File: src/design/gpr_pkg.sv
// gpr_pkg: shared types, register offsets and decode helpers for the gpio port register block
// no dependencies; used by the interfaces, the store, the execute stage and the top level
package gpr_pkg;

  localparam int unsigned WORDS     = 256;
  localparam int unsigned ADDR_W    = 8;
  localparam int unsigned DATA_W    = 32;
  localparam int unsigned MAX_PORTS = 4;

  // bus window and per-port register offsets
  localparam logic [11:0] WINDOW_SIZE    = 12'h400;
  localparam logic [7:0]  REG_PIN        = 8'h00;
  localparam logic [7:0]  REG_DATS       = 8'h14;
  localparam logic [7:0]  REG_IM         = 8'h20;
  localparam logic [7:0]  REG_ALIAS_LAST = 8'h78;
  localparam logic [7:0]  REG_FLG        = 8'h80;
  localparam logic [3:0]  ALIAS_SET_NIB  = 4'h4;
  localparam logic [3:0]  ALIAS_CLR_NIB  = 4'h8;

  localparam logic [DATA_W-1:0] ALL_ONES  = 32'hffff_ffff;
  localparam logic [DATA_W-1:0] BYTE_MASK = 32'h0000_00ff;
  localparam logic [DATA_W-1:0] HALF_MASK = 32'h0000_ffff;

  // request kinds
  typedef enum logic [1:0] {
    KIND_READ  = 2'd0,
    KIND_WRITE = 2'd1,
    KIND_PIN   = 2'd2,
    KIND_FLAG  = 2'd3
  } kind_t;

  // access size codes
  localparam logic [1:0] SIZE_BYTE = 2'd0;
  localparam logic [1:0] SIZE_HALF = 2'd1;

  typedef struct packed {
    kind_t              kind;
    logic [11:0]        offset;
    logic [1:0]         size_code;
    logic [DATA_W-1:0]  write_data;
    logic [1:0]         port;
    logic [DATA_W-1:0]  pin_mask;
    logic               level_high;
    logic               flag_on_change;
  } item_t;

  typedef struct packed {
    logic              en;
    logic [ADDR_W-1:0] addr;
    logic [DATA_W-1:0] data;
  } store_wr_t;

  // register offset within a port, word aligned
  function automatic logic [7:0] reg_of(input logic [11:0] offset);
    reg_of = {offset[7:2], 2'b00};
  endfunction

  // set/clear alias words: 0x14..0x78 with low nibble 4 or 8
  function automatic logic is_alias(input logic [11:0] offset);
    logic [7:0] rg;
    rg = reg_of(offset);
    is_alias = (rg >= REG_DATS) && (rg <= REG_ALIAS_LAST) &&
               ((rg[3:0] == ALIAS_SET_NIB) || (rg[3:0] == ALIAS_CLR_NIB));
  endfunction

  function automatic logic [ADDR_W-1:0] word_addr(input logic [11:0] offset);
    word_addr = offset[9:2];
  endfunction

  // canonical word of an alias: same port, low nibble cleared
  function automatic logic [ADDR_W-1:0] canon_addr(input logic [11:0] offset);
    canon_addr = {offset[9:8], offset[7:4], 2'b00};
  endfunction

  // store word touched by a request
  function automatic logic [ADDR_W-1:0] store_addr(input kind_t kind,
                                                   input logic [11:0] offset);
    if (kind == KIND_WRITE && is_alias(offset)) begin
      store_addr = canon_addr(offset);
    end else begin
      store_addr = word_addr(offset);
    end
  endfunction

endpackage

File: src/design/gpr_if.sv


interface gpr_out_if;
  logic                        valid;
  logic                        ready;
  logic [gpr_pkg::DATA_W-1:0]  read_data;
  logic [3:0]                  irq_lines;
  logic                        level_changed;

  modport source (output valid, read_data, irq_lines, level_changed, input ready);
  modport sink (input valid, read_data, irq_lines, level_changed, output ready);
endinterface

interface gpr_cfg_if;
  logic                        valid;
  logic                        ready;
  logic [1:0]                  index;
  logic [gpr_pkg::DATA_W-1:0]  data;

  modport source (output valid, index, data, input ready);
  modport sink (input valid, index, data, output ready);
endinterface

File: src/design/gpr_exec.sv
// gpr_exec: execute stage with pin levels, pending flags and the result register
// depends on gpr_pkg and gpr_if; drives store writes back to gpr_store
module gpr_exec #(
  parameter int unsigned NUM_PORTS = 4
) (
  input  logic                        clk,
  input  logic                        rst_n,
  input  logic                        s1_valid,
  input  gpr_pkg::item_t              s1_item,
  input  logic [gpr_pkg::DATA_W-1:0]  store_word,
  output logic                        take,
  output gpr_pkg::store_wr_t          st_wr,
  gpr_cfg_if.sink                     cfg,
  gpr_out_if.source                   out
);

  logic [gpr_pkg::DATA_W-1:0] pin_r   [NUM_PORTS];
  logic [gpr_pkg::DATA_W-1:0] flg_r   [NUM_PORTS];
  logic [gpr_pkg::DATA_W-1:0] pin_nxt [NUM_PORTS];
  logic [gpr_pkg::DATA_W-1:0] flg_nxt [NUM_PORTS];

  logic                       out_valid_r;
  logic [gpr_pkg::DATA_W-1:0] read_data_r;
  logic [3:0]                 irq_r;
  logic                       changed_r;

  logic [gpr_pkg::DATA_W-1:0] read_data_nxt;
  logic [3:0]                 irq_nxt;
  logic                       changed_nxt;

  logic [7:0]                 rg;
  logic [4:0]                 shamt;
  logic                       in_win;
  logic [gpr_pkg::DATA_W-1:0] bus_pin;
  logic [gpr_pkg::DATA_W-1:0] bus_flg;
  logic [gpr_pkg::DATA_W-1:0] item_pin;
  logic                       item_ok;
  logic [gpr_pkg::DATA_W-1:0] rdv;
  logic [gpr_pkg::DATA_W-1:0] wmask;
  logic [gpr_pkg::DATA_W-1:0] lanev;
  logic [gpr_pkg::DATA_W-1:0] new_pin;
  logic [gpr_pkg::DATA_W-1:0] changed;

  assign cfg.ready = 1'b1;
  assign take      = s1_valid && (!out_valid_r || out.ready);

  // address decode and per-port selection
  always_comb begin
    rg       = gpr_pkg::reg_of(s1_item.offset);
    shamt    = {s1_item.offset[1:0], 3'b000};
    in_win   = s1_item.offset < gpr_pkg::WINDOW_SIZE;
    bus_pin  = '0;
    bus_flg  = '0;
    item_pin = '0;
    item_ok  = 1'b0;
    for (int p = 0; p < NUM_PORTS; p++) begin
      if (s1_item.offset[9:8] == 2'(p)) begin
        bus_pin = pin_r[p];
        bus_flg = flg_r[p];
      end
      if (s1_item.port == 2'(p)) begin
        item_pin = pin_r[p];
        item_ok  = 1'b1;
      end
    end
  end

  // bus read path
  always_comb begin
    rdv = store_word;
    if (rg == gpr_pkg::REG_PIN) begin
      rdv = rdv | bus_pin;
    end else if (rg == gpr_pkg::REG_FLG) begin
      rdv = rdv | bus_flg;
    end
    rdv = rdv >> shamt;
    case (s1_item.size_code)
      gpr_pkg::SIZE_BYTE: rdv = rdv & gpr_pkg::BYTE_MASK;
      gpr_pkg::SIZE_HALF: rdv = rdv & gpr_pkg::HALF_MASK;
      default:            rdv = rdv;
    endcase
    read_data_nxt = (s1_item.kind == gpr_pkg::KIND_READ && in_win) ? rdv : '0;
  end

  // bus write path: lane merge or alias set/clear of the canonical word
  always_comb begin
    case (s1_item.size_code)
      gpr_pkg::SIZE_BYTE: begin
        wmask = gpr_pkg::BYTE_MASK << shamt;
        lanev = (s1_item.write_data << shamt) & wmask;
      end
      gpr_pkg::SIZE_HALF: begin
        wmask = gpr_pkg::HALF_MASK << shamt;
        lanev = (s1_item.write_data << shamt) & wmask;
      end
      default: begin
        wmask = gpr_pkg::ALL_ONES;
        lanev = s1_item.write_data;
      end
    endcase
    st_wr.en = take && s1_item.kind == gpr_pkg::KIND_WRITE && in_win;
    if (gpr_pkg::is_alias(s1_item.offset)) begin
      st_wr.addr = gpr_pkg::canon_addr(s1_item.offset);
      st_wr.data = (rg[3:0] == gpr_pkg::ALIAS_SET_NIB) ? (store_word | lanev)
                                                        : (store_word & ~lanev);
    end else begin
      st_wr.addr = gpr_pkg::word_addr(s1_item.offset);
      st_wr.data = (store_word & ~wmask) | lanev;
    end
  end

  // pin change, flag raise, flag clear and configuration loads
  always_comb begin
    new_pin     = s1_item.level_high ? (item_pin | s1_item.pin_mask)
                                     : (item_pin & ~s1_item.pin_mask);
    changed     = item_pin ^ new_pin;
    changed_nxt = item_ok && s1_item.kind == gpr_pkg::KIND_PIN && (|changed);
    irq_nxt     = '0;
    for (int p = 0; p < NUM_PORTS; p++) begin
      pin_nxt[p] = pin_r[p];
      flg_nxt[p] = flg_r[p];
      if (take && s1_item.port == 2'(p)) begin
        if (s1_item.kind == gpr_pkg::KIND_PIN) begin
          pin_nxt[p] = new_pin;
          if (s1_item.flag_on_change) begin
            flg_nxt[p] = flg_r[p] | changed;
          end
        end else if (s1_item.kind == gpr_pkg::KIND_FLAG) begin
          flg_nxt[p] = flg_r[p] | s1_item.pin_mask;
        end
      end
      if (st_wr.en && rg == gpr_pkg::REG_DATS && s1_item.offset[9:8] == 2'(p)) begin
        flg_nxt[p] = flg_r[p] & ~lanev;
      end
      if (cfg.valid && cfg.index == 2'(p)) begin
        pin_nxt[p] = cfg.data;
      end
      irq_nxt[p] = |flg_nxt[p];
    end
  end

  // port state
  always_ff @(posedge clk) begin
    for (int p = 0; p < NUM_PORTS; p++) begin
      if (!rst_n) begin
        pin_r[p] <= '0;
        flg_r[p] <= '0;
      end else begin
        pin_r[p] <= pin_nxt[p];
        flg_r[p] <= flg_nxt[p];
      end
    end
  end

  // result register
  always_ff @(posedge clk) begin
    if (!rst_n) begin
      out_valid_r <= 1'b0;
    end else if (take) begin
      out_valid_r <= 1'b1;
    end else if (out.ready) begin
      out_valid_r <= 1'b0;
    end
    if (take) begin
      read_data_r <= read_data_nxt;
      irq_r       <= irq_nxt;
      changed_r   <= changed_nxt;
    end
  end

  assign out.valid         = out_valid_r;
  assign out.read_data     = read_data_r;
  assign out.irq_lines     = irq_r;
  assign out.level_changed = changed_r;

  a_wr_on_take: assert property (@(posedge clk) disable iff (!rst_n)
    st_wr.en |-> (take && s1_item.kind == gpr_pkg::KIND_WRITE))
    else $error("store written without a committed write request");

  a_irq_tracks: assert property (@(posedge clk) disable iff (!rst_n)
    take |=> (out.irq_lines[0] == (|flg_r[0])))
    else $error("irq line does not match pending flags");

endmodule

File: src/flat_wrapper.sv
// flat-port wrapper written by rule: the top's interface ports become plain ports
module gpr_exec_flat 
#(
  parameter int unsigned NUM_PORTS = 4
)
  (clk, rst_n, s1_valid, s1_item, store_word, take, st_wr, cfg_valid, cfg_index, cfg_data, cfg_ready, out_valid, out_read_data, out_irq_lines, out_level_changed, out_ready);
  gpr_cfg_if cfg_i ();
  gpr_out_if out_i ();
  input  logic clk;
  input  logic rst_n;
  input  logic s1_valid;
  input  gpr_pkg::item_t s1_item;
  input  logic [gpr_pkg::DATA_W-1:0] store_word;
  output logic take;
  output gpr_pkg::store_wr_t st_wr;
  input wire logic [$bits(cfg_i.valid)-1:0] cfg_valid;
  input wire logic [$bits(cfg_i.index)-1:0] cfg_index;
  input wire logic [$bits(cfg_i.data)-1:0] cfg_data;
  output wire logic [$bits(cfg_i.ready)-1:0] cfg_ready;
  output wire logic [$bits(out_i.valid)-1:0] out_valid;
  output wire logic [$bits(out_i.read_data)-1:0] out_read_data;
  output wire logic [$bits(out_i.irq_lines)-1:0] out_irq_lines;
  output wire logic [$bits(out_i.level_changed)-1:0] out_level_changed;
  input wire logic [$bits(out_i.ready)-1:0] out_ready;
  assign cfg_i.valid = cfg_valid;
  assign cfg_i.index = cfg_index;
  assign cfg_i.data = cfg_data;
  assign cfg_ready = cfg_i.ready;
  assign out_valid = out_i.valid;
  assign out_read_data = out_i.read_data;
  assign out_irq_lines = out_i.irq_lines;
  assign out_level_changed = out_i.level_changed;
  assign out_i.ready = out_ready;
  gpr_exec #(.NUM_PORTS(NUM_PORTS)) u_core (.clk(clk), .rst_n(rst_n), .s1_valid(s1_valid), .s1_item(s1_item), .store_word(store_word), .take(take), .st_wr(st_wr), .cfg(cfg_i), .out(out_i));
endmodule
File: config.mk
export PLATFORM = sky130hd
export DESIGN_NAME = gpr_exec_flat
export DESIGN_NICKNAME = d
export VERILOG_FILES = /design/src/design/gpr_pkg.sv /design/src/design/gpr_if.sv /design/src/design/gpr_exec.sv /design/src/flat_wrapper.sv
export SDC_FILE = /design/constraint.sdc
export NUM_CORES = 1
export LEC_CHECK = 0
export ABC_AREA = 1
export BUFFER_PORTS_ARGS = -buffer_cell sky130_fd_sc_hd__buf_2
export CAP_MARGIN = 20
export CORE_ASPECT_RATIO = 1.5
export CORE_MARGIN = 3
export CORE_UTILIZATION = 30
export DETAILED_ROUTE_END_ITERATION = 12
export GPL_TIMING_DRIVEN = 1
export HOLD_SLACK_MARGIN = 0.12
export SLEW_MARGIN = 10
export SYNTH_ARGS = -nofsm -noshare
export SYNTH_HDL_FRONTEND = slang
export SYNTH_SLANG_ARGS = --single-unit
File: constraint.sdc
create_clock -name clk -period 3.5 [get_ports clk]
set_input_delay 0.7 -clock clk [delete_from_list [all_inputs] [get_ports clk]]
set_output_delay 0.7 -clock clk [all_outputs]
set_load 0.005 [all_outputs]
==> impl_summary.txt, run 1 <==
----------------------------------------------------
[Global route]
  Initial antenna violation count ... 11
  Residual overflow from global routing ... 0
  Pin count of the biggest net entering global routing ... 100
  GRT Total Usage ... 27.6%
  Number of global-route vias before repair ... 21000
  First-pass GRT wire length ... 136000 um

[Setup path]
  Source of the worst register-to-register timing path ... u_core.out.valid
  Critical path data required time ... 2.80 ns
  Internal reg-to-reg setup slack ... 0.92 ns
  Depth of the critical timing path with buffers and inverters included ... 12
  Arrival time at the worst endpoint ... roughly 2.6 ns
  Cell family with the largest share of critical-path delay ... compound AO/OA/AOI/OAI gates
  Delay of the slowest critical-path stage ... 0.38 ns
  Critical path cell sequence ... buf_2 > inv_1 > ha_2 > inv_1 > a21oi_1 > nor2_1 > nor4_4 > inv_2 > o21ai_2 > a21oi_1 > a21oi_1 > buf_2
  R2R depth ... 14
  Critical path class ... in -> out
  Worst path bufs/invs ... 5
  CP max stage cell ... sky130_fd_sc_hd__a21oi_1
  Critical path peak fanout ... 4
  FF-to-FF End ... u_core.out.irq_lines[1]
  Most numerous cell on the critical path ... sky130_fd_sc_hd__a21oi_1
  Endpoint kind of the worst setup timing path ... output port
  Timing startpoint of the critical path ... s1_item[73]
  CP startpoint kind ... input port

[Timing]
  Post-route setup slack ... ~0.16 ns
  Worst slew margin ... 40.6%
  Unrepaired setup endpoints after global routing ... false
  Setup TNS ... 0 ns
  Final max-slew violation count ... 0
  Endpoints failing hold ... 0
  Final min period ... about 3.3 ns
  Achievable frequency ... 300 MHz
  Final worst-path cycle share ... between 90% and 100%
  Transition at the pin with the smallest max-transition slack ... slightly below 0.9 ns
  Clock skew after layout ... 0.0272 ns
  Final setup fails ... 0

[Worst hold path]
  Hold EP ... u_core.pin_r[2][8]
  Hold path start ... cfg_data[8]
  Min-Delay Path Class ... in -> reg
  Worst Hold Path Cells ... 3

[Floorplanning]
  Horizontal die dimension ... 209 um
  Chip Height ... roughly 310 um
  Full die area ... 64600 um^2
  Initial cell density of the core ... about 31%
  Area of the core region ... 60400 um^2
  Core Rows ... 110
  Top Ports ... 236

[Routing]
  Via count of the routed design ... 22100
  WL/cell ... roughly 23 um
  Number of design rule violations left after detail routing ... 0
  Detailed-routing iteration count for the pre-antenna-repair pass ... 8
  Wire length reported by the detailed router ... 93400 um
  Iteration-0 DRC Markers ... 2398
  Avg Vias per Cell ... 5.51
  Residual antenna-violating net count after detailed routing ... 0

[Finish]
  Ratio of cells with drive above 1 in the final layout ... between 15 and 20%
  Post-route standard cell area excluding fillers ... 22500 um^2
  Layout-stage area growth over the synthesis result ... 21.9%
  Net count of the finished layout ... around 3400

[Place]
  Number of buffers inserted by port buffering ... 234
  Total half-perimeter wirelength after legalization and detailed placement ... 70600 um
  Worst slack, placed ... 0.0330 ns
  RePlAce Congestion ... 1.06
  Post-detailed-placement cell area ... 21600 um^2

[Power]
  Total power per unit cell area ... ~380 nW/um^2
  Leakage power ... 0.00950 uW
  Largest voltage drop on the vdd net ... 0.291 mV

[CTS]
  Cts bufs inserted ... 28
  Post-CTS setup repair buffer count ... 0
  Count of H-tree levels built during CTS ... 1
  CTS Sinks ... between 200 and 300
  Maximum root-to-sink buffer count ... 3
  Gates resized, CTS repair ... 0
  TritonCTS clock tree ... built
  Count of hold buffers inserted by post-cts repair ... 0
  Clock root cell ... sky130_fd_sc_hd__clkbuf_16
  Clock network latency to the later pin of the worst-skew pair ... 0.59 ns
  Clock-pin transition on the worst setup and hold timing paths ... 0.07 ns

[Job]
  Total of max-cap violations ... 0

[Synthesis]
  Main area contributors after synthesis ... sky130_fd_sc_hd__dfxtp_1 28%, sky130_fd_sc_hd__nand2_1 19%, sky130_fd_sc_hd__a21oi_1 7.0%
  Cell accounting for the most synthesized area ... sky130_fd_sc_hd__dfxtp_1
  Average cell area after synthesis ... 6.33 um^2
  Unique masters post-synth ... 47
  Synthesis Warnings ... 0
  Area of the mapped netlist ... 18500 um^2
  Part of the Yosys area used for sequential elements ... 33.9%
  Most instantiated flip-flop cell in the synthesis netlist ... sky130_fd_sc_hd__dfxtp_1
  Post-synth EDFFs ... 37
  Post-synth ARST share ... 0%
  Post-synth net total ... approximately 3000
  Count of state elements after synthesis ... 294
  Cells after Synth ... between 2000 and 3000
  Post-synth top area share ... 27.9%

[Run status]
  Run status ... finished clean

----------------------------------------------------
-- layer usage --
layer | wire length [um] | up-vias | global-route usage [%]
li1 | - | 10300 | -
met2 | 43500 | 1185 | 46.6
met5 | 63 | - | 0
met4 | 8590 | 8 | 21.2
met3 | 7700 | 331 | 4.70
met1 | 33500 | 10200 | 31.2
-- logic make-up (layout without fill, tap and decap cells) --
logic type	after synthesis	in the layout	share of synthesized area [%]
buffers and inverters	369	669	8.52
DFF	294	294	33.9
AOI/OAI and AO/OA	723	723	22.9
and+or+nand+nor	1526	1526	34.3
other	1	8	0.0203
adders and majority gates	6	6	0.406
-- synth_stat cells, types with 4 or more instances --
| library cell | number |
|---|---|
| sky130_fd_sc_hd__nand2_1 | 954 |
| sky130_fd_sc_hd__nor2_1 | 266 |
| sky130_fd_sc_hd__a21oi_1 | 259 |
| sky130_fd_sc_hd__dfxtp_1 | 257 |
| sky130_fd_sc_hd__nand3_1 | 200 |
| sky130_fd_sc_hd__inv_1 | 165 |
| sky130_fd_sc_hd__o21ai_0 | 150 |
| sky130_fd_sc_hd__a31oi_1 | 135 |
| sky130_fd_sc_hd__clkbuf_1 | 108 |
| sky130_fd_sc_hd__a21boi_0 | 64 |
| sky130_fd_sc_hd__buf_2 | 47 |
| sky130_fd_sc_hd__edfxtp_1 | 37 |
| sky130_fd_sc_hd__o211ai_1 | 29 |
| sky130_fd_sc_hd__o221ai_1 | 28 |
| sky130_fd_sc_hd__and2_1 | 24 |
| sky130_fd_sc_hd__o21ai_1 | 19 |
| sky130_fd_sc_hd__buf_4 | 16 |
| sky130_fd_sc_hd__nor3_1 | 16 |
| sky130_fd_sc_hd__nand3b_1 | 14 |
| sky130_fd_sc_hd__inv_2 | 13 |
| sky130_fd_sc_hd__o22ai_1 | 12 |
| sky130_fd_sc_hd__o31ai_1 | 11 |
| sky130_fd_sc_hd__nand4_1 | 10 |
| sky130_fd_sc_hd__or2_2 | 9 |
| sky130_fd_sc_hd__buf_6 | 8 |
| sky130_fd_sc_hd__or2_1 | 8 |
| sky130_fd_sc_hd__nand2_2 | 7 |
| sky130_fd_sc_hd__ha_1 | 6 |
| sky130_fd_sc_hd__a21boi_1 | 5 |
| sky130_fd_sc_hd__buf_1 | 5 |
| sky130_fd_sc_hd__a22o_1 | 4 |
| sky130_fd_sc_hd__nor2_4 | 4 |
-- registers in the layout, summed over array words and instances, names as in the netlist --
| signal | count |
|---|---|
| u_core.flg_r | 128 |
| u_core.pin_r | 128 |
| u_core.out.read_data | 32 |
| u_core.out.irq_lines | 4 |
| u_core.out.level_changed | 1 |
| u_core.out.valid | 1 |
-- worst register-to-register path, stage by stage (launching register included) --
cell and delay (ns):
sky130_fd_sc_hd__dfxtp_1 0.30, sky130_fd_sc_hd__nand2_1 0.09, sky130_fd_sc_hd__nand2_2 0.14, sky130_fd_sc_hd__nor2_4 0.20, sky130_fd_sc_hd__nand2_4 0.10, sky130_fd_sc_hd__buf_12 0.15
sky130_fd_sc_hd__nor2_2 0.20, sky130_fd_sc_hd__buf_4 0.26, sky130_fd_sc_hd__a21boi_0 0.11, sky130_fd_sc_hd__a21oi_1 0.36, sky130_fd_sc_hd__nand2_1 0.12, sky130_fd_sc_hd__nor2_1 0.10
sky130_fd_sc_hd__nand2_1 0.06, sky130_fd_sc_hd__nor2_1 0.10, sky130_fd_sc_hd__nand2_1 0.06
-- layout by cell type, fill, tap and decap left out, types with 24 or more instances in the layout --
master | synthesis | final
sky130_fd_sc_hd__nand2_1 | 954 | 953
sky130_fd_sc_hd__a31oi_1 | 135 | 135
sky130_fd_sc_hd__nor2_1 | 266 | 262
sky130_fd_sc_hd__o21ai_0 | 150 | 149
sky130_fd_sc_hd__dfxtp_1 | 257 | 257
sky130_fd_sc_hd__buf_4 | 16 | 180
sky130_fd_sc_hd__inv_1 | 165 | 164
sky130_fd_sc_hd__and2_1 | 24 | 24
sky130_fd_sc_hd__a21boi_0 | 64 | 64
sky130_fd_sc_hd__a21oi_1 | 259 | 255
sky130_fd_sc_hd__clkbuf_16 | 0 | 28
sky130_fd_sc_hd__nand3_1 | 200 | 200
sky130_fd_sc_hd__buf_2 | 47 | 235
sky130_fd_sc_hd__o211ai_1 | 29 | 29
sky130_fd_sc_hd__o221ai_1 | 28 | 28
sky130_fd_sc_hd__edfxtp_1 | 37 | 37
-- power by group --
part	internal, uW	total [uW]	switching, uW
combinational	606	1880	1270
clock	1610	3060	1450
sequential	3530	3590	65.8
total	5740	8530	2790
-- final cells by class --
type | count | area, um^2
Fill cell | 6618 | 37900
Multi-Input combinational cell | 2256 | 10700
Sequential cell | 294 | 6260
Timing Repair Buffer | 437 | 2970
Tap cell | 784 | 981
Clock buffer | 35 | 757
Inverter | 182 | 693
Clock inverter | 15 | 119
Antenna cell | 7 | 17.5
-- worst max path at each step --
stage                end  slack (ns)
2_1_floorplan  st_wr[17]        0.13
3_3_place_gp   st_wr[18]        0.07
3_5_place_dp   st_wr[18]        0.03
4_1_cts        st_wr[18]        0.02
5_1_grt        st_wr[24]        0.04
6_report       st_wr[18]        0.16
-- metrics by stage --
step                      util [%]  hold WS [ns]  total power (uW)  cells
after global routing          37.3         0.412              8810   4009
after global placement        35.8         0.471              5490   3952
final                         37.3         0.409              8530   4010
after floorplan                  -         0.463              4580   2919
after CTS                     37.2         0.390              8520   4002
after detailed placement      35.8         0.476              5500   3952
Note: power is estimated with default switching activity, not from simulation.
==> run 2, diff against run 1 <==
Settings changed: PLACE_DENSITY_LB_ADDON set to 0.05.
==> impl_summary.txt, run 2 (synthesis gave the netlist of run 1 again) <==
----------------------------------------------------
[Run status]
  Run status ... finished clean

[Setup path]
  Endpoint kind of the worst setup timing path ... output port
  Critical path data required time ... 2.80 ns (about the same)
  Delay of the slowest critical-path stage ... 0.24 ns (-0.14 ns)
  Critical path peak fanout ... 8 (+4)
  CP startpoint kind ... input port
  CP max stage cell ... sky130_fd_sc_hd__nor4_4
  Source of the worst register-to-register timing path ... u_core.out.valid
  Arrival time at the worst endpoint ... 2.57 ns (-0.07 ns)
  Critical path class ... in -> out
  Critical path cell sequence ... buf_2 > inv_1 > ha_1 > inv_1 > a21oi_1 > nor2_1 > nor4_4 > inv_1 > o21ai_1 > buf_4 > a21oi_1 > a21oi_1 > buf_2
  Internal reg-to-reg setup slack ... 0.73 ns (-0.19 ns)
  R2R depth ... 14 (unchanged)
  FF-to-FF End ... u_core.out.irq_lines[0]

[Floorplanning]
  Core Rows ... 110 (unchanged)
  Chip Height ... 310 um (unchanged)
  Full die area ... 64600 um^2 (unchanged)
  Initial cell density of the core ... 30.6% (unchanged)
  Top Ports ... 236 (unchanged)
  Area of the core region ... 60400 um^2 (unchanged)
  Horizontal die dimension ... 209 um (unchanged)

[Timing]
  Unrepaired setup endpoints after global routing ... false
  Transition at the pin with the smallest max-transition slack ... 0.971 ns (+0.0800 ns)
  Worst slew margin ... 35.2% (-5.3 points)
  Clock skew after layout ... 0.0282 ns (+0.00104 ns)
  Setup TNS ... 0 ns (unchanged)
  Final max-slew violation count ... 0 (unchanged)
  Hold slack ... 0.440 ns (+0.0304 ns)
  Final min period ... 3.27 ns (-0.0618 ns)
  Endpoints failing hold ... 0 (unchanged)
  Final worst-path cycle share ... 93.6% (-1.8 points)
  Achievable frequency ... 305 MHz (+1.9%)
  Final setup fails ... 0 (unchanged)

[Global route]
  Residual overflow from global routing ... 0 (unchanged)
  Number of global-route vias before repair ... 21400 (+2.0%)
  First-pass GRT wire length ... 147000 um (+8.6%)
  GRT Total Usage ... 30.7% (+3.1 points)
  Initial antenna violation count ... 3 (-8)
  Pin count of the biggest net entering global routing ... 82 (-18%)

[Worst hold path]
  Hold EP ... u_core.out.valid
  Hold path start ... out_ready
  Min-Delay Path Class ... in -> reg
  Worst Hold Path Cells ... 4 (+1)

[Finish]
  Ratio of cells with drive above 1 in the final layout ... 18.7% (+1.6 points)
  Net count of the finished layout ... 3432 (+2.1%)
  Layout filler cell count ... 6613 (-0.076%)
  Layout-stage area growth over the synthesis result ... 25.6%
  Commonest cells after routing, fill and taps aside ... 953 x sky130_fd_sc_hd__nand2_1, 262 x sky130_fd_sc_hd__nor2_1, 257 x sky130_fd_sc_hd__dfxtp_1, 255 x sky130_fd_sc_hd__a21oi_1, 248 x sky130_fd_sc_hd__buf_4
  Post-layout utilization of the core ... 38.4% (+1.1 points)
  Most common cell after layout, fill and taps aside ... sky130_fd_sc_hd__nand2_1

[Power]
  Relative contribution of sequential cells to total power ... 38.5% (-3.6 points)
  Design internal power ... 6320 uW (+10%)
  Clock network fraction of design power ... 40.5% (+4.7 points)
  Switching Fraction ... 32.2% (-0.46 points)
  Largest voltage drop on the vdd net ... 0.257 mV (-12%)
  Leakage power ... 0.00989 uW (+4.1%)
  Total power per unit cell area ... 402 nW/um^2 (+6.2%)
  Combinational cell fraction of total power ... 21.0% (-1.0 points)
  Switching Power ... 3010 uW (+7.8%)

[Routing]
  Number of design rule violations left after detail routing ... 0 (unchanged)
  Avg Vias per Cell ... 5.47 (-0.61%)
  Detailed-routing iteration count for the pre-antenna-repair pass ... 6 (-2)
  Via count of the routed design ... 22300 (+1.2%)
  Residual antenna-violating net count after detailed routing ... 0 (unchanged)
  Wire length reported by the detailed router ... 104000 um (+11%)
  WL/cell ... 25.4 um (+9.0%)
  Iteration-0 DRC Markers ... 2013 (-16%)

[CTS]
  CTS Sinks ... 294 (unchanged)
  Clock network latency to the later pin of the worst-skew pair ... 0.56 ns (-0.03 ns)
  Clock root cell ... sky130_fd_sc_hd__clkbuf_16
  TritonCTS clock tree ... built
  Count of H-tree levels built during CTS ... 2 (+1)
  Gates resized, CTS repair ... 0 (unchanged)
  Cts bufs inserted ... 35 (+25%)
  Clock-pin transition on the worst setup and hold timing paths ... 0.06 ns (about the same)
  Count of hold buffers inserted by post-cts repair ... 0 (unchanged)
  Post-CTS setup repair buffer count ... 0 (unchanged)
  Maximum root-to-sink buffer count ... 3 (unchanged)

[Job]
  Total of max-cap violations ... 0 (unchanged)

[Place]
  Total half-perimeter wirelength after legalization and detailed placement ... 77400 um (+9.7%)
  Number of buffers inserted by port buffering ... 234 (unchanged)
  RePlAce Congestion ... 0.922 (-13%)

----------------------------------------------------
-- run 2: how the worst max path moves through the flow --
stage	start	endpoint	slack [ns]	cells past startpoint
3_3_place_gp	s1_item[73]	u_core.out.irq_lines[0]	0.14	16
5_1_grt	s1_item[73]	st_wr[20]	0.07	13
3_5_place_dp	s1_item[73]	u_core.out.irq_lines[0]	0.15	16
4_1_cts	s1_item[73]	st_wr[17]	0.23	13
6_report	s1_item[73]	st_wr[26]	0.23	13
2_1_floorplan	s1_item[70]	st_wr[17]	0.13	10
-- run 2: metal layers --
| metal | part of all wire [%] | vias up | wire length, um | GRT usage (%) |
|---|---|---|---|---|
| met4 | 6.6 | 0 | 6800 | 17.7 |
| li1 | - | 10500 | - | - |
| met1 | 38 | 10600 | 38900 | 35.2 |
| met5 | 0 | - | 0 | 0 |
| met2 | 50 | 1053 | 51800 | 55.4 |
| met3 | 5.9 | 228 | 6140 | 3.41 |
-- run 2: final cells by class --
cell class                      instances  area [um^2]  area share (%)
Inverter                              182          693            2.99
Clock inverter                          8          104           0.448
Sequential cell                       294         6260            27.0
Antenna cell                            2         5.00          0.0216
Multi-Input combinational cell       2256        10700            46.2
Timing Repair Buffer                  502         3420            14.7
Tap cell                              784          981            4.23
Clock buffer                           55         1020            4.41
-- run 2: worst max-delay path, delay by kind of cell --
kind,cells,cell delay (ns)
AOI/OAI and AO/OA,4,0.49
adders and majority gates,1,0.21
buffers and inverters,6,0.83
and+or+nand+nor,2,0.32
-- run 2: metrics by stage --
step / cell area (um^2) / cells / total power (uW) / setup WS, ns
2_1_floorplan: 18500 / 2919 / 4580 / 0.133
3_3_place_gp: 22100 / 4017 / 5590 / 0.138
3_5_place_dp: 22100 / 4017 / 5600 / 0.148
4_1_cts: 23200 / 4080 / 9390 / 0.226
5_1_grt: 23200 / 4083 / 9660 / 0.0654
6_report: 23200 / 4083 / 9330 / 0.226
-- run 2: power groups by stage --
stage                     Sequential (uW)  Clock [uW]  Combinational, uW
after detailed placement             3660           0               1940
final                                3590        3770               1960
after global placement               3660           0               1930
after floorplan                      3650           0                934
after global routing                 3600        3960               2100
after CTS                            3590        3850               1950
==> run 3, diff against run 2 <==
==> constraint.sdc (replaced) <==
create_clock -name clk -period 3.5 [get_ports clk]
set_input_delay 1.05 -clock clk [delete_from_list [all_inputs] [get_ports clk]]
set_output_delay 1.05 -clock clk [all_outputs]
set_load 0.005 [all_outputs]
==> impl_summary.txt, run 3 (synthesis gave the netlist of run 1 again) <==
----------------------------------------------------
[Routing]
  WL/cell ... 25.2 um (-0.66%)
  Iteration-0 DRC Markers ... 2213 (+9.9%)
  Wire length reported by the detailed router ... 106000 um (+2.6%)
  Via count of the routed design ... 23000 (+2.8%)
  Number of design rule violations left after detail routing ... 0 (unchanged)
  Avg Vias per Cell ... 5.45 (-0.46%)
  Residual antenna-violating net count after detailed routing ... 0 (unchanged)
  Detailed-routing iteration count for the pre-antenna-repair pass ... 8 (+2)

[Run status]
  Run status ... finished, violations left
  Violated checks ... setup timing

[Place]
  RePlAce Congestion ... 0.930 (+0.84%)
  Total half-perimeter wirelength after legalization and detailed placement ... 80100 um (+3.5%)
  Count of placed standard cells including taps ... 4140 (+3.1%)
  Post-detailed-placement cell area ... 23500 um^2 (+6.4%)
  Worst slack, placed ... -0.434 ns (-0.581 ns)
  Number of buffers inserted by port buffering ... 234 (unchanged)

[Floorplanning]
  Core Rows ... 110 (unchanged)
  Full die area ... 64600 um^2 (unchanged)
  Top Ports ... 236 (unchanged)
  Initial cell density of the core ... 30.6% (unchanged)
  Horizontal die dimension ... 209 um (unchanged)
  Chip Height ... 310 um (unchanged)
  Area of the core region ... 60400 um^2 (unchanged)

[CTS]
  Count of hold buffers inserted by post-cts repair ... 0 (unchanged)
  TritonCTS clock tree ... built
  Clock-pin transition on the worst setup and hold timing paths ... 0.07 ns (about the same)
  Clock network latency to the later pin of the worst-skew pair ... 0.56 ns (about the same)
  Maximum root-to-sink buffer count ... 3 (unchanged)
  CTS Sinks ... 294 (unchanged)
  Cts bufs inserted ... 36 (+2.9%)
  Clock root cell ... sky130_fd_sc_hd__clkbuf_16
  Count of H-tree levels built during CTS ... 2 (unchanged)

[Setup path]
  FF-to-FF End ... u_core.out.irq_lines[3]
  Arrival time at the worst endpoint ... 2.76 ns (+0.19 ns)
  CP startpoint kind ... input port
  Critical path peak fanout ... 8 (unchanged)
  Delay of the slowest critical-path stage ... 0.25 ns (about the same)
  R2R depth ... 14 (unchanged)
  Source of the worst register-to-register timing path ... u_core.out.valid
  CP max stage cell ... sky130_fd_sc_hd__bufinv_8
  Depth of the critical timing path with buffers and inverters included ... 13 (unchanged)
  Critical path cell sequence ... buf_8 > inv_8 > ha_4 > inv_2 > a21oi_2 > nor2_2 > nor4_4 > bufinv_8 > buf_12 > o21ai_4 > a21oi_1 > a21oi_1 > buf_2
  Cell family with the largest share of critical-path delay ... buffers and inverters
  Critical path data required time ... 2.45 ns (-0.35 ns)
  Most numerous cell on the critical path ... sky130_fd_sc_hd__a21oi_1
  Worst path bufs/invs ... 6 (unchanged)
  Critical path class ... in -> out
  Internal reg-to-reg setup slack ... 0.73 ns (about the same)
  Endpoint kind of the worst setup timing path ... output port

[Timing]
  Transition at the pin with the smallest max-transition slack ... 0.758 ns (-0.213 ns)
  Clock skew after layout ... 0.0155 ns (-0.0127 ns)
  Final worst-path cycle share ... 109% (+15 points)
  Final setup fails ... 32 (+32)
  Final max-slew violation count ... 0 (unchanged)
  Achievable frequency ... 262 MHz (-14%)
  Unrepaired setup endpoints after global routing ... true
  Final min period ... 3.81 ns (+0.538 ns)
  Post-route setup slack ... -0.312 ns (-0.538 ns)
  Endpoints failing hold ... 0 (unchanged)
  Worst slew margin ... 49.5% (+14 points)

[Finish]
  Most common cell after layout, fill and taps aside ... sky130_fd_sc_hd__nand2_1
  Ratio of cells with drive above 1 in the final layout ... 23.6% (+4.9 points)
  Commonest cells after routing, fill and taps aside ... 952 x sky130_fd_sc_hd__nand2_1, 335 x sky130_fd_sc_hd__buf_4, 258 x sky130_fd_sc_hd__nor2_1, 257 x sky130_fd_sc_hd__dfxtp_1, 242 x sky130_fd_sc_hd__a21oi_1
  Net count of the finished layout ... 3569 (+4.0%)
  Layout-stage area growth over the synthesis result ... 36.4%
  Final antenna diode count ... 0 (-2)
  Post-layout utilization of the core ... 41.7% (+3.3 points)
  Post-route standard cell area excluding fillers ... 25200 um^2 (+8.6%)
  Layout Cells excl Fill ... 4216 (+3.3%)

[Global route]
  First-pass GRT wire length ... 151000 um (+2.8%)
  Number of global-route vias before repair ... 22400 (+4.7%)
  Initial antenna violation count ... 0 (-3)
  Residual overflow from global routing ... 0 (unchanged)
  GRT Total Usage ... 31.5% (+0.75 points)
  Pin count of the biggest net entering global routing ... 70 (-15%)

[Job]
  Total of max-cap violations ... 0 (unchanged)

[Power]
  Leakage power ... 0.0108 uW (+9.6%)
  Total power per unit cell area ... 389 nW/um^2 (-3.2%)
  Largest voltage drop on the vdd net ... 0.229 mV (-11%)
  Sum of internal, switching and leakage power ... 9800 uW (+5.1%)

[Worst hold path]
  Worst Hold Path Cells ... 2 (-2)
  Min-Delay Path Class ... reg -> reg
  Hold path start ... u_core.pin_r[0][12]
  Hold EP ... u_core.pin_r[0][12]

----------------------------------------------------
==> run 3: changes by cell type in the layout (fill, tap and decap cells not counted), sizes merged <==
cell      before  now
buf          502  637
inv          182  179
diode          2    0
bufinv         2    3
clkbuf        55   56
clkinvlp       0    1
==> run 3: how the worst max path moves through the flow <==
stage                      startpoint                       to
after global placement    s1_item[71]  u_core.out.irq_lines[3]
final                     s1_item[73]                st_wr[21]
after detailed placement  s1_item[71]  u_core.out.irq_lines[3]
after global routing      s1_item[73]                st_wr[20]
after CTS                 s1_item[73]                st_wr[17]
after floorplan           s1_item[70]                st_wr[18]
==> run 3: layout make-up <==
class / instances / area [um^2]
Timing Repair Buffer: 638 / 5020
Tap cell: 784 / 981
Fill cell: 6492 / 35200
Clock buffer: 55 / 1110
Clock inverter: 7 / 87.6
Inverter: 182 / 722
Sequential cell: 294 / 6260
Multi-Input combinational cell: 2256 / 11000
==> run 3: power by group <==
part	leakage [uW]	switching (uW)	internal, uW
sequential	0.00246	66.2	3530
clock	0.000586	1620	2320
combinational	0.00779	1430	834
total	0.0108	3120	6680
==> run 3: routing by layer <==
metal	global-route usage [%]	wire, um
met1	37.0	40500
met2	55.5	51600
met3	3.01	5980
met4	19.2	8170
met5	0	0
==> run 3: tightest hold or removal path, stage by stage, from the launching register on <==
cell                      delay [ns]
sky130_fd_sc_hd__dfxtp_1        0.31
sky130_fd_sc_hd__nand2_1        0.06
sky130_fd_sc_hd__a31oi_1        0.07
==> run 3: stage by stage <==
stage,hold WS (ns),TNS (ns)
3_3_place_gp,0.475,-12.43
2_1_floorplan,0.463,0
5_1_grt,0.509,-10.18
4_1_cts,0.490,-8.37
3_5_place_dp,0.479,-12.99
6_report,0.490,-7.11
==> run 3: repair_timing <==
item / in CTS / in global routing
endpoints found under the setup margin: 32 / 34
gates resized for setup: 55 / 37
pin swaps: 11 / 10
gates cloned: 2 / 1
buffers inserted: 9 / 5
